===== src/sv/dcg_pkg.sv =====
package dcg_pkg;

  localparam int unsigned DataW = 32;
  localparam int unsigned AddrW = 9;
  localparam int unsigned IdxW  = 5;

  // tdata widths, padded to whole bytes
  localparam int unsigned InDataW  = 48;
  localparam int unsigned OutDataW = 104;

  localparam int unsigned DefPinCount = 32;

  localparam logic [AddrW-1:0] OfsDataOne = 9'h000;
  localparam logic [AddrW-1:0] OfsDirOne  = 9'h004;
  localparam logic [AddrW-1:0] OfsDataTwo = 9'h008;
  localparam logic [AddrW-1:0] OfsDirTwo  = 9'h00C;
  localparam logic [AddrW-1:0] OfsGlobal  = 9'h11C;
  localparam logic [AddrW-1:0] OfsStatus  = 9'h120;
  localparam logic [AddrW-1:0] OfsEnable  = 9'h128;

  localparam int unsigned GlobalBit = 31;

  typedef enum logic [1:0] {
    MODE_READ  = 2'd0,
    MODE_WRITE = 2'd1,
    MODE_PIN   = 2'd2,
    MODE_NOP   = 2'd3
  } mode_e;

  typedef struct packed {
    mode_e            mode;
    logic [AddrW-1:0] reg_addr;
    logic [DataW-1:0] write_data;
    logic             pin_channel;
    logic [IdxW-1:0]  pin_index;
    logic             pin_level;
  } item_t;

  typedef struct packed {
    logic [DataW-1:0] read_data;
    logic             irq_out;
    logic [DataW-1:0] drive_one;
    logic [DataW-1:0] drive_two;
  } result_t;

endpackage


===== src/sv/dcg_core.sv =====
module dcg_core #(
  parameter int unsigned PIN_COUNT = dcg_pkg::DefPinCount
) (
  input  logic            clk_i,
  input  logic            rst_ni,
  input  logic            step_i,
  input  dcg_pkg::item_t  item_i,
  output dcg_pkg::result_t result_o
);

  localparam logic [dcg_pkg::DataW-1:0] PinMask =
    dcg_pkg::DataW'((64'd1 << PIN_COUNT) - 64'd1);

  logic [dcg_pkg::DataW-1:0] data_one_q, data_one_d, dir_one_q, dir_one_d;
  logic [dcg_pkg::DataW-1:0] data_two_q, data_two_d, dir_two_q, dir_two_d;
  logic [dcg_pkg::DataW-1:0] gie_q, gie_d, status_q, status_d, enable_q, enable_d;
  logic [dcg_pkg::DataW-1:0] pins_one_q, pins_one_d, pins_two_q, pins_two_d;

  logic [dcg_pkg::DataW-1:0] rdata;
  logic [dcg_pkg::DataW-1:0] sel_one, sel_two, cur_data, cur_dir, bit_mask;
  logic                      idx_ok, pin_hit;

  assign sel_one  = ~dir_one_q & PinMask;
  assign sel_two  = ~dir_two_q & PinMask;
  assign cur_data = item_i.pin_channel ? data_two_q : data_one_q;
  assign cur_dir  = item_i.pin_channel ? dir_two_q : dir_one_q;
  assign bit_mask = dcg_pkg::DataW'(1) << item_i.pin_index;
  assign idx_ok   = {1'b0, item_i.pin_index} < 6'(PIN_COUNT);
  // counts only for an input pin whose level really changes
  assign pin_hit  = idx_ok && cur_dir[item_i.pin_index]
                    && (cur_data[item_i.pin_index] != item_i.pin_level);

  always_comb begin
    data_one_d = data_one_q;
    dir_one_d  = dir_one_q;
    data_two_d = data_two_q;
    dir_two_d  = dir_two_q;
    gie_d      = gie_q;
    status_d   = status_q;
    enable_d   = enable_q;
    pins_one_d = pins_one_q;
    pins_two_d = pins_two_q;
    rdata      = '0;
    case (item_i.mode)
      dcg_pkg::MODE_READ: begin
        unique case (item_i.reg_addr)
          dcg_pkg::OfsDataOne: rdata = data_one_q;
          dcg_pkg::OfsDirOne:  rdata = dir_one_q;
          dcg_pkg::OfsDataTwo: rdata = data_two_q;
          dcg_pkg::OfsDirTwo:  rdata = dir_two_q;
          dcg_pkg::OfsGlobal:  rdata = gie_q;
          dcg_pkg::OfsStatus:  rdata = status_q;
          dcg_pkg::OfsEnable:  rdata = enable_q;
          default:             rdata = '1;
        endcase
      end
      dcg_pkg::MODE_WRITE: begin
        unique case (item_i.reg_addr)
          dcg_pkg::OfsDataOne: begin
            data_one_d = item_i.write_data;
            pins_one_d = (pins_one_q & ~sel_one) | (item_i.write_data & sel_one);
          end
          dcg_pkg::OfsDirOne:  dir_one_d = item_i.write_data;
          dcg_pkg::OfsDataTwo: begin
            data_two_d = item_i.write_data;
            pins_two_d = (pins_two_q & ~sel_two) | (item_i.write_data & sel_two);
          end
          dcg_pkg::OfsDirTwo:  dir_two_d = item_i.write_data;
          dcg_pkg::OfsGlobal:  gie_d     = item_i.write_data;
          dcg_pkg::OfsStatus:  status_d  = item_i.write_data;
          dcg_pkg::OfsEnable:  enable_d  = item_i.write_data;
          default: ;
        endcase
      end
      dcg_pkg::MODE_PIN: begin
        if (pin_hit) begin
          if (item_i.pin_channel) begin
            data_two_d  = item_i.pin_level ? (data_two_q | bit_mask)
                                           : (data_two_q & ~bit_mask);
            status_d[1] = 1'b1;
          end else begin
            data_one_d  = item_i.pin_level ? (data_one_q | bit_mask)
                                           : (data_one_q & ~bit_mask);
            status_d[0] = 1'b1;
          end
        end
      end
      default: ;
    endcase
  end

  assign result_o.read_data = rdata;
  assign result_o.irq_out   = gie_d[dcg_pkg::GlobalBit] && ((status_d & enable_d) != '0);
  assign result_o.drive_one = pins_one_d;
  assign result_o.drive_two = pins_two_d;

  always_ff @(posedge clk_i or negedge rst_ni) begin
    if (!rst_ni) begin
      data_one_q <= '0;
      dir_one_q  <= '0;
      data_two_q <= '0;
      dir_two_q  <= '0;
      gie_q      <= '0;
      status_q   <= '0;
      enable_q   <= '0;
      pins_one_q <= '0;
      pins_two_q <= '0;
    end else if (step_i) begin
      data_one_q <= data_one_d;
      dir_one_q  <= dir_one_d;
      data_two_q <= data_two_d;
      dir_two_q  <= dir_two_d;
      gie_q      <= gie_d;
      status_q   <= status_d;
      enable_q   <= enable_d;
      pins_one_q <= pins_one_d;
      pins_two_q <= pins_two_d;
    end
  end

endmodule


===== src/sv/dual_channel_gpio_with_interrupt.sv =====
// Path: an input word is held in the input register, then its result word
//   in the result register.
// Throughput: one word per cycle while m_tready_i does not stall the output;
//   the register-file update and decode sit between the two registers.
// Reset (rst_ni low, asynchronous): all GPIO registers and pin levels
//   clear to zero (every pin an output), both stages empty.
module dual_channel_gpio_with_interrupt #(
  parameter int unsigned PIN_COUNT = dcg_pkg::DefPinCount
) (
  input  logic                         clk_i,
  input  logic                         rst_ni,
  input  logic                         s_tvalid_i,
  output logic                         s_tready_o,
  // [8:0] reg_addr, [40:9] write_data, [41] pin_channel, [46:42] pin_index,
  // [47] pin_level
  input  logic [dcg_pkg::InDataW-1:0]  s_tdata_i,
  // [1:0] mode
  input  logic [1:0]                   s_tuser_i,
  output logic                         m_tvalid_o,
  input  logic                         m_tready_i,
  // [31:0] read_data, [32] irq_out, [64:33] drive_one, [96:65] drive_two,
  // [103:97] zero
  output logic [dcg_pkg::OutDataW-1:0] m_tdata_o
);

  dcg_pkg::item_t   item_q, item_d;
  dcg_pkg::result_t res_q, res_d;
  logic             in_valid_q, out_valid_q;
  logic             step, s_acc;

  assign step       = in_valid_q && (!out_valid_q || m_tready_i);
  assign s_tready_o = !in_valid_q || step;
  assign s_acc      = s_tvalid_i && s_tready_o;

  always_comb begin
    item_d.mode        = dcg_pkg::mode_e'(s_tuser_i);
    item_d.reg_addr    = s_tdata_i[8:0];
    item_d.write_data  = s_tdata_i[40:9];
    item_d.pin_channel = s_tdata_i[41];
    item_d.pin_index   = s_tdata_i[46:42];
    item_d.pin_level   = s_tdata_i[47];
  end

  dcg_core #(
    .PIN_COUNT(PIN_COUNT)
  ) u_core (
    .clk_i   (clk_i),
    .rst_ni  (rst_ni),
    .step_i  (step),
    .item_i  (item_q),
    .result_o(res_d)
  );

  always_ff @(posedge clk_i or negedge rst_ni) begin
    if (!rst_ni) begin
      in_valid_q  <= 1'b0;
      out_valid_q <= 1'b0;
    end else begin
      if (s_acc) begin
        in_valid_q <= 1'b1;
      end else if (step) begin
        in_valid_q <= 1'b0;
      end
      if (step) begin
        out_valid_q <= 1'b1;
      end else if (m_tready_i) begin
        out_valid_q <= 1'b0;
      end
    end
  end

  always_ff @(posedge clk_i) begin
    if (s_acc) begin
      item_q <= item_d;
    end
    if (step) begin
      res_q <= res_d;
    end
  end

  assign m_tvalid_o = out_valid_q;
  assign m_tdata_o  = {7'd0, res_q.drive_two, res_q.drive_one, res_q.irq_out,
                       res_q.read_data};

endmodule


===== config.mk =====
export PLATFORM = sky130hd
export DESIGN_NAME = dual_channel_gpio_with_interrupt
export DESIGN_NICKNAME = d
export VERILOG_FILES = /design/src/sv/dcg_pkg.sv /design/src/sv/dcg_core.sv /design/src/sv/dual_channel_gpio_with_interrupt.sv
export SDC_FILE = /design/constraint.sdc
export NUM_CORES = 1
export LEC_CHECK = 0
export BUFFER_PORTS_ARGS = -buffer_cell sky130_fd_sc_hd__buf_4
export CORE_MARGIN = 2
export CORE_UTILIZATION = 40
export DETAILED_ROUTE_END_ITERATION = 10
export SYNTH_ARGS = -nofsm -noshare
export SYNTH_HDL_FRONTEND = slang
export SYNTH_HIERARCHICAL = 1
export SYNTH_SLANG_ARGS = --single-unit

===== constraint.sdc =====
create_clock -name clk_i -period 4.68 [get_ports clk_i]
set_input_delay 0.936 -clock clk_i [delete_from_list [all_inputs] [get_ports clk_i]]
set_output_delay 0.936 -clock clk_i [all_outputs]
set_load 0.05 [all_outputs]

* Word level (Yosys, flattened, before mapping)
Cells that the tools add are included.
** Storage, ports and cells
- Output and inout port bits :: 106
- Bits in registers :: 437
- Logic and storage cells :: 108
- Bits of input ports :: 54
** Cells by class
- Mux-type cells :: 35
- Bitwise logic cells :: 16
- Shift operators :: 1
- Eq/ne operators :: 14
- Magnitude comparators :: 1
- Reductions and logical operators :: 19
** Operators with widths (count)
- $mux W32 :: 19
- $and A32 B32 Y32 :: 7
- $pmux W32 S7 :: 1
- $not A32 Y32 :: 5
- $or A32 B32 Y32 :: 4
- $pmux W32 S2 :: 2
- $reduce_bool A32 Y1 :: 1
- $shl A1 B5 Y32 const A :: 1
- $mux W30 :: 1
- $eq A9 B9 Y1 const B :: 3
- $eq A9 B4 Y1 const B :: 2
- $bmux W1 S5 :: 2
- $reduce_and A5 Y1 :: 2
- $eq A9 B3 Y1 const B :: 1
- $logic_not A9 Y1 :: 1
- $reduce_and A3 Y1 :: 3
- $mux W1 :: 8
- $ne A2 B2 Y1 const B :: 4
- $lt A5 B6 Y1 const B :: 1
- $reduce_bool A2 Y1 :: 3
- $logic_and A1 B1 Y1 :: 4
- $pmux W2 S2 :: 1
- $eq A2 B1 Y1 const B :: 1
- $eq A2 B2 Y1 const B :: 1
- 6 further kinds :: 8

* Depth between registers and ports, before layout
Gate-level depths: netlist of the first run.
- Depth in word-level cells :: 10
- Depth in mapped cells :: 13
- Depth with buffers taken out :: 9

* Hierarchy
Netlist of the first run, hierarchy kept.
** Modules (own cells, without submodules)
- dcg_core :: area each 16742.3 sq um, sequential area each 7206.9 sq um, times used 1, cells an instance 1425
- dual_channel_gpio_with_interrupt :: area each 4574.4 sq um, sequential area each 4464.3 sq um, times used 1, cells an instance 163

* Worst setup path before layout of the first run
No wires, ideal clock.
- Path type :: input to register
- Start :: input m_tready_i
- End :: register u_core/gie_q[0] (netlist bit)
- Data required time :: 4.555 ns
- Stages :: 7
- Arrival time :: 5.046 ns
- Path buffers :: 2
- Setup slack :: -0.491 ns
- Setup time :: 0.125 ns
- Cell sequence :: nand2b_1 > and2_1 > clkbuf_1 > nand2_1 > nor4_1 > clkbuf_1 > mux2_2
** Between the ends
- Word-level cells in the longest chain between the ends :: 3
** Ends and longest elaborated chain
- from (decl) :: line dual_channel_gpio_with_interrupt.sv:20 : input logic m_tready_i,
- $logic_or A1 B1 Y1 :: line dual_channel_gpio_with_interrupt.sv:31 : assign step = in_valid_q && (!out_valid_q || m_tready_i);
- $logic_and A1 B1 Y1 :: line dual_channel_gpio_with_interrupt.sv:31
- via step :: line dual_channel_gpio_with_interrupt.sv:29 : logic step, s_acc;
- $reduce_and A3 Y1 (no line)
- to (signal assigned) :: line dcg_core.sv:113 : gie_q <= gie_d;
- to (decl) :: line dcg_core.sv:16 : logic [dcg_pkg::DataW-1:0] gie_q, gie_d, status_q, status_d, enable_q, enable_d;
The timed path passes the listed nets, and every way through them passes these cells.
A chain may end at the register's enable or synchronous reset.

==> results.md, run 1 <==
* Hold Violations, Final at 0
* Nets@finish at 1768
* Max Cap Viol at 0
* Rel. slew slack at 0.239
* Post-CTS sizing at 0
* Crit-path cells: buf_4 -> mux2i_1 -> o22ai_1 -> o41a_1 -> a32o_1 -> and3_1 -> or3_2 -> buf_4 -> o41ai_1 -> mux2_1
* Synthesized area per cell at 13.4 um2
* Worst Setup Path Type: reg2reg
* CP endpoint kind: register
* Worst Path Buf+Inv at 2
* Clock Tree Buf Depth at 3
* H-Tree Depth at 2
* Clock transition at path regs at 0.06 ns
* Number of hold buffers added after cts at 0
* Vias per inst at 6.15
* Placer Congestion at 0.909
* Vias at 15000
* TritonCTS Buffers at 49
* # rows at 84
* Setup TNS at 0 ns
* Post-DRT Antenna Nets at 0
* Fillers at 4653
* Die Area at 55200 um2
* Number of global-route vias before repair at 15200
* Most frequent cell after synthesis: mux2_2
* CP startpoint: item_q[6]$_DFFE_PP_
* Required @ worst endpoint at 5.16 ns
* TritonCTS clock tree: done
* Crit path time final at 4.23 ns
* Placed Area at 23200 um2
* Final wirelength at 65.6 mm
* DIE WIDTH at 235 um
* Residual DRC at 0
* Layout cell share with drive strength beyond 1 at 0.382
* CP Max Fanout at 34
* Share of the yosys chip area belonging to registers at 0.548
* TritonRoute pass-1 iters at 6
* Area Overhead vs Synth at 16.8%
* GR Util All Layers at 0.233
* Tcrit/Tclk final at 0.903
* Crit path top cell by count: buf_4
* CTS root buffer: clkbuf_16
* Class of the worst hold path: in2async
* Status: finished clean
* Top cells by count, synth: 342 x mux2_2, 290 x dfrtp_1, 147 x edfxtp_1
* Largest net degree at the start of global routing at 140
* Reg area at 11700 um2
* Post-Syn Area at 21300 um2
* FFs w/ async S/R, synth at 0.664
* RSZ-0062 raised after global routing: no
* Worst vdd ir at 0.000258 V
* Synth top area cells: dfrtp_1 34%, edfxtp_1 21%, mux2_2 18%, mux2_1 3.2%, a22oi_1 3.0%
* DR WL/cell at 26.9 um
* Slowest cell on crit path: edfxtp_1
* First-pass GRT wire length at 98.7 mm
* GRT overflow at 0
* Power density over cell area at 371 nW/um2
* Core Region at 52700 um2
* Final setup fails at 0
* Setup bufs post-CTS at 0
* Cells after Synth at 1588
* Top Ports at 160
* Most used DFF post-synth: dfrtp_1
* EDFF count, synth at 147
* Yosys reg bits at 437
* Unique cell type count in the Yosys netlist at 66
* Power, Total at 9.23 mW
* Hpwl dp at 43.8 mm
* Clk_skew at 0.0187 ns
* CP top delay family: compound AO/OA/AOI/OAI gates
* Initial drt markers at 1332
* Yosys top cell area share at 0.340
* Slew @ Worst Pin at 1.14 ns
* Static Leak at 11.1 nW
* CP Launch Type: register
* Synth warnings at 6
* Worst-Skew Late Latency at 0.60 ns
* # port buffers at 152
* Worst R2R Setup Slack at 0.45 ns
* Initial Util at 0.405
* Multi-input logic area at 9030 um2
* WP data arrival at 4.71 ns
* CTS Sinks at 437
* Start of the worst register-to-register path: item_q[6]$_DFFE_PP_
* Final Slew Violations at 0
* Synth area leader: dfrtp_1
* Antenna violations before repair at 1
* Fmax at 237 MHz
* Crit path largest cell delay at 0.88 ns
* Cell area after layout at 24900 um2
* Die height at 235 um
## power by group
group	internal (mW)	leakage (nW)	switching (mW)
Combinational	0.263	4.80	0.624
Sequential	4.11	5.48	0.132
Clock	2.48	0.826	1.62
Total	6.86	11.1	2.38
## worst register-to-register path: cells and delay by family, from the launching register on
kind	cells	cell delay (ns)
DFF	1	0.88
and+or+nand+nor	2	0.66
AOI/OAI and AO/OA	4	1.27
buffers and inverters	2	0.71
muxes	2	0.61
## final timing paths
check | to | cells past startpoint
max | register | 10
min | in_valid_q$_DFFE_PN0P_ | 1
max reg2reg | register | 10
min reg2reg | u_core/pins_one_q[31]$_DFFE_PN0P_ | 1
max in group asynchronous | async pin | 2
min in group clk_i | u_core/pins_one_q[31]$_DFFE_PN0P_ | 1
## per-layer routing
layer | part of all wire | up-vias | GRT usage
met3 | 0.083 | 158 | 0.0478
met1 | 0.42 | 7721 | 0.322
met4 | 0.038 | 0 | 0.0909
met5 | 0 | - | 0
li1 | - | 6447 | -
met2 | 0.45 | 686 | 0.361
## stage by stage
stage	worst slack [ns]	utilization	std cells	hold WS [ns]
floorplan	0.570	-	1594	0.474
global placement	0.615	0.440	2348	0.485
detailed placement	0.477	0.440	2348	0.492
CTS	0.462	0.473	2440	0.290
global route	0.186	0.473	2440	0.306
finish	0.453	0.473	2441	0.275
## area by class of cell
type                            instances  share of cell area
Antenna cell                            1            0.000101
Sequential cell                       437               0.469
Clock buffer                           62              0.0525
Clock inverter                         30              0.0161
Tap cell                              688              0.0346
Timing Repair Buffer                  205              0.0636
Multi-Input combinational cell       1009               0.363
Inverter                                9             0.00136
## cell families after synthesis
| kind of cell | Yosys count | share of synthesized area |
|---|---|---|
| mux | 444 | 0.238 |
| flops | 437 | 0.548 |
| compound gates | 341 | 0.133 |
| simple gates | 214 | 0.0481 |
| buf+inv | 148 | 0.0315 |
| fa+ha+maj | 3 | 0.00176 |
| other cells | 1 | 0.000176 |
## cell usage in the layout, fill, tap and decap left out, types with 4 or more instances in the layout
cell type	instances
edfxtp_1	147
clkbuf_16	50
o21ai_0	14
a222oi_1	4
a41oi_1	4
clkinv_2	7
a22oi_1	86
clkbuf_1	11
nand2_1	63
nand3_1	24
nor2_1	68
nand2b_1	8
clkinv_1	10
nand4_1	4
conb_1	7
mux2_1	60
nor2b_1	8
mux2i_1	32
a21oi_1	9
o41ai_1	44
mux2_2	342
and3_1	5
o41ai_2	22
buf_4	201
a21boi_0	13
or2_2	4
dfrtp_1	290
a221oi_1	40
a21o_1	5
inv_1	7
o2bb2ai_1	32
o221ai_1	6
mux4_2	10
bufinv_16	9
a31oi_1	41
(Power assumes the default switching activity.)
==> inputs of run 2 (changes only) <==
==> constraint.sdc (replaced) <==
create_clock -name clk_i -period 4.68 [get_ports clk_i]
set_input_delay 0.468 -clock clk_i [delete_from_list [all_inputs] [get_ports clk_i]]
set_output_delay 0.468 -clock clk_i [all_outputs]
set_load 0.05 [all_outputs]
==> results.md, run 2 (synthesized netlist as in run 1, its figures left out) <==
* Status: finished with violations
* Violated checks: hold timing
* Dpl ws at 0.657 ns
* Hold Violations, Final at 2
* Rel. slew slack at 0.267
* Power density over cell area at 367 nW/um2
* Cell area after layout at 25000 um2
* CTS Sinks at 437
* Wire length on met1 at 28.4 mm
* Wire length on met2 at 30.6 mm
* TritonCTS Buffers at 49
* Clock transition at path regs at 0.06 ns
* CP Launch Type: register
* Hold WS at -0.0243 ns
* Fmax at 245 MHz
* Initial drt markers at 1769
* Number of hold buffers added after cts at 7
* CTS root buffer: clkbuf_16
* Most common cell after layout, fill and taps aside: mux2_2
* Hpwl dp at 44.1 mm
* DP Cell Count at 2350
* Layout cell share with drive strength beyond 1 at 0.384
* Residual DRC at 0
* Area Overhead vs Synth at 17.3%
* Post-DRT Antenna Nets at 0
* Top Metal Used: met5
* Crit path time final at 4.08 ns
* Worst vdd ir at 0.000279 V
* GR Util All Layers at 0.237
* TritonRoute pass-1 iters at 6
* Number of global-route vias before repair at 15200
* RSZ-0062 raised after global routing: no
* Nets@finish at 1777
* DR WL/cell at 27.1 um
* Max Cap Viol at 0
* Fin cells at 2449
* CP Max Fanout at 64
* Tcrit/Tclk final at 0.872
* First-pass GRT wire length at 100 mm
* Static Leak at 11.2 nW
* Worst Setup Path Type: reg2reg
* Antenna violations before repair at 4
* Placer Congestion at 0.939
* Initial Util at 0.405
* Class of the worst hold path: in2async
* Fillers at 4701
* Setup bufs post-CTS at 0
* DIE WIDTH at 235 um
* Fin worst setup slack at 0.599 ns
* Slew @ Worst Pin at 1.10 ns
* # port buffers at 152
* Final wirelength at 66.3 mm
* TritonCTS clock tree: done
* WP data arrival at 4.56 ns
* Setup TNS at 0 ns
* # rows at 84
* Most frequent cells in the layout: 342 x mux2_2, 290 x dfrtp_1, 201 x buf_4
* Core Region at 52700 um2
* Final setup fails at 0
* Multi-input logic area at 9030 um2
* Worst-Skew Late Latency at 0.61 ns
* CP endpoint kind: register
* Top Ports at 160
* Clk_skew at 0.0277 ns
* Post-CTS sizing at 0
* H-Tree Depth at 2
* Vias per inst at 6.17
* WL met3 at 4.97 mm
* Final Slew Violations at 0
* Placed Area at 23200 um2
* Vias at 15100
* Reg area at 11700 um2
* Clock Tree Buf Depth at 3
* Largest net degree at the start of global routing at 130
* Die height at 235 um
* Die Area at 55200 um2
* GRT overflow at 0
* Required @ worst endpoint at 5.16 ns
[run 2: worst paths after layout]
path                            slack, ns  cells past startpoint                               from                                end
worst min-delay path                -0.02                      1                             rst_ni             m_tvalid_o$_DFFE_PN0P_
worst max-delay path                 0.60                     10                item_q[1]$_DFFE_PP_                           register
worst min register to register       0.50                      1  u_core/pins_one_q[12]$_DFFE_PN0P_  u_core/pins_one_q[12]$_DFFE_PN0P_
worst max register to register       0.60                     10                item_q[1]$_DFFE_PP_                           register
min in group clk_i                   0.03                      1                      s_tdata_i[19]               item_q[17]$_DFFE_PP_
max in group asynchronous            3.59                      2                             rst_ni   u_core/pins_two_q[6]$_DFFE_PN0P_
[run 2: layout make-up]
cell class,instances,area share
timing repair buffer,214,0.0678
clock inverter,27,0.0134
sequential,437,0.467
tap,688,0.0344
antenna,1,0.000100
inverter,9,0.00135
clock buffer,64,0.0546
multi-input combinational,1009,0.361
[run 2: report_power, final]
part / switching [mW] / internal [mW]
registers: 0.133 / 4.11
clock network: 1.64 / 2.40
logic: 0.627 / 0.270
total: 2.40 / 6.78
[run 2: per-stage QoR]
stage	utilization	power, mW
4_1_cts	0.475	9.27
2_1_floorplan	-	4.85
6_report	0.475	9.18
3_5_place_dp	0.441	5.21
3_3_place_gp	0.441	5.20
5_1_grt	0.475	9.49
[run 2: critical path, stage by stage, from the launching register on]
cell	delay [ns]
edfxtp_1	0.84
buf_4	0.28
nor2b_1	0.48
a221oi_1	0.19
o21ai_0	0.22
a32o_1	0.17
a21oi_1	0.09
or3_2	0.52
buf_12	0.25
o41ai_1	0.51
mux2_1	0.38
[run 2: metal layers]
metal	global-route usage	vias up
met5	0	-
met4	0.0834	4
met3	0.0404	143
met2	0.370	703
met1	0.334	7824
li1	-	6444
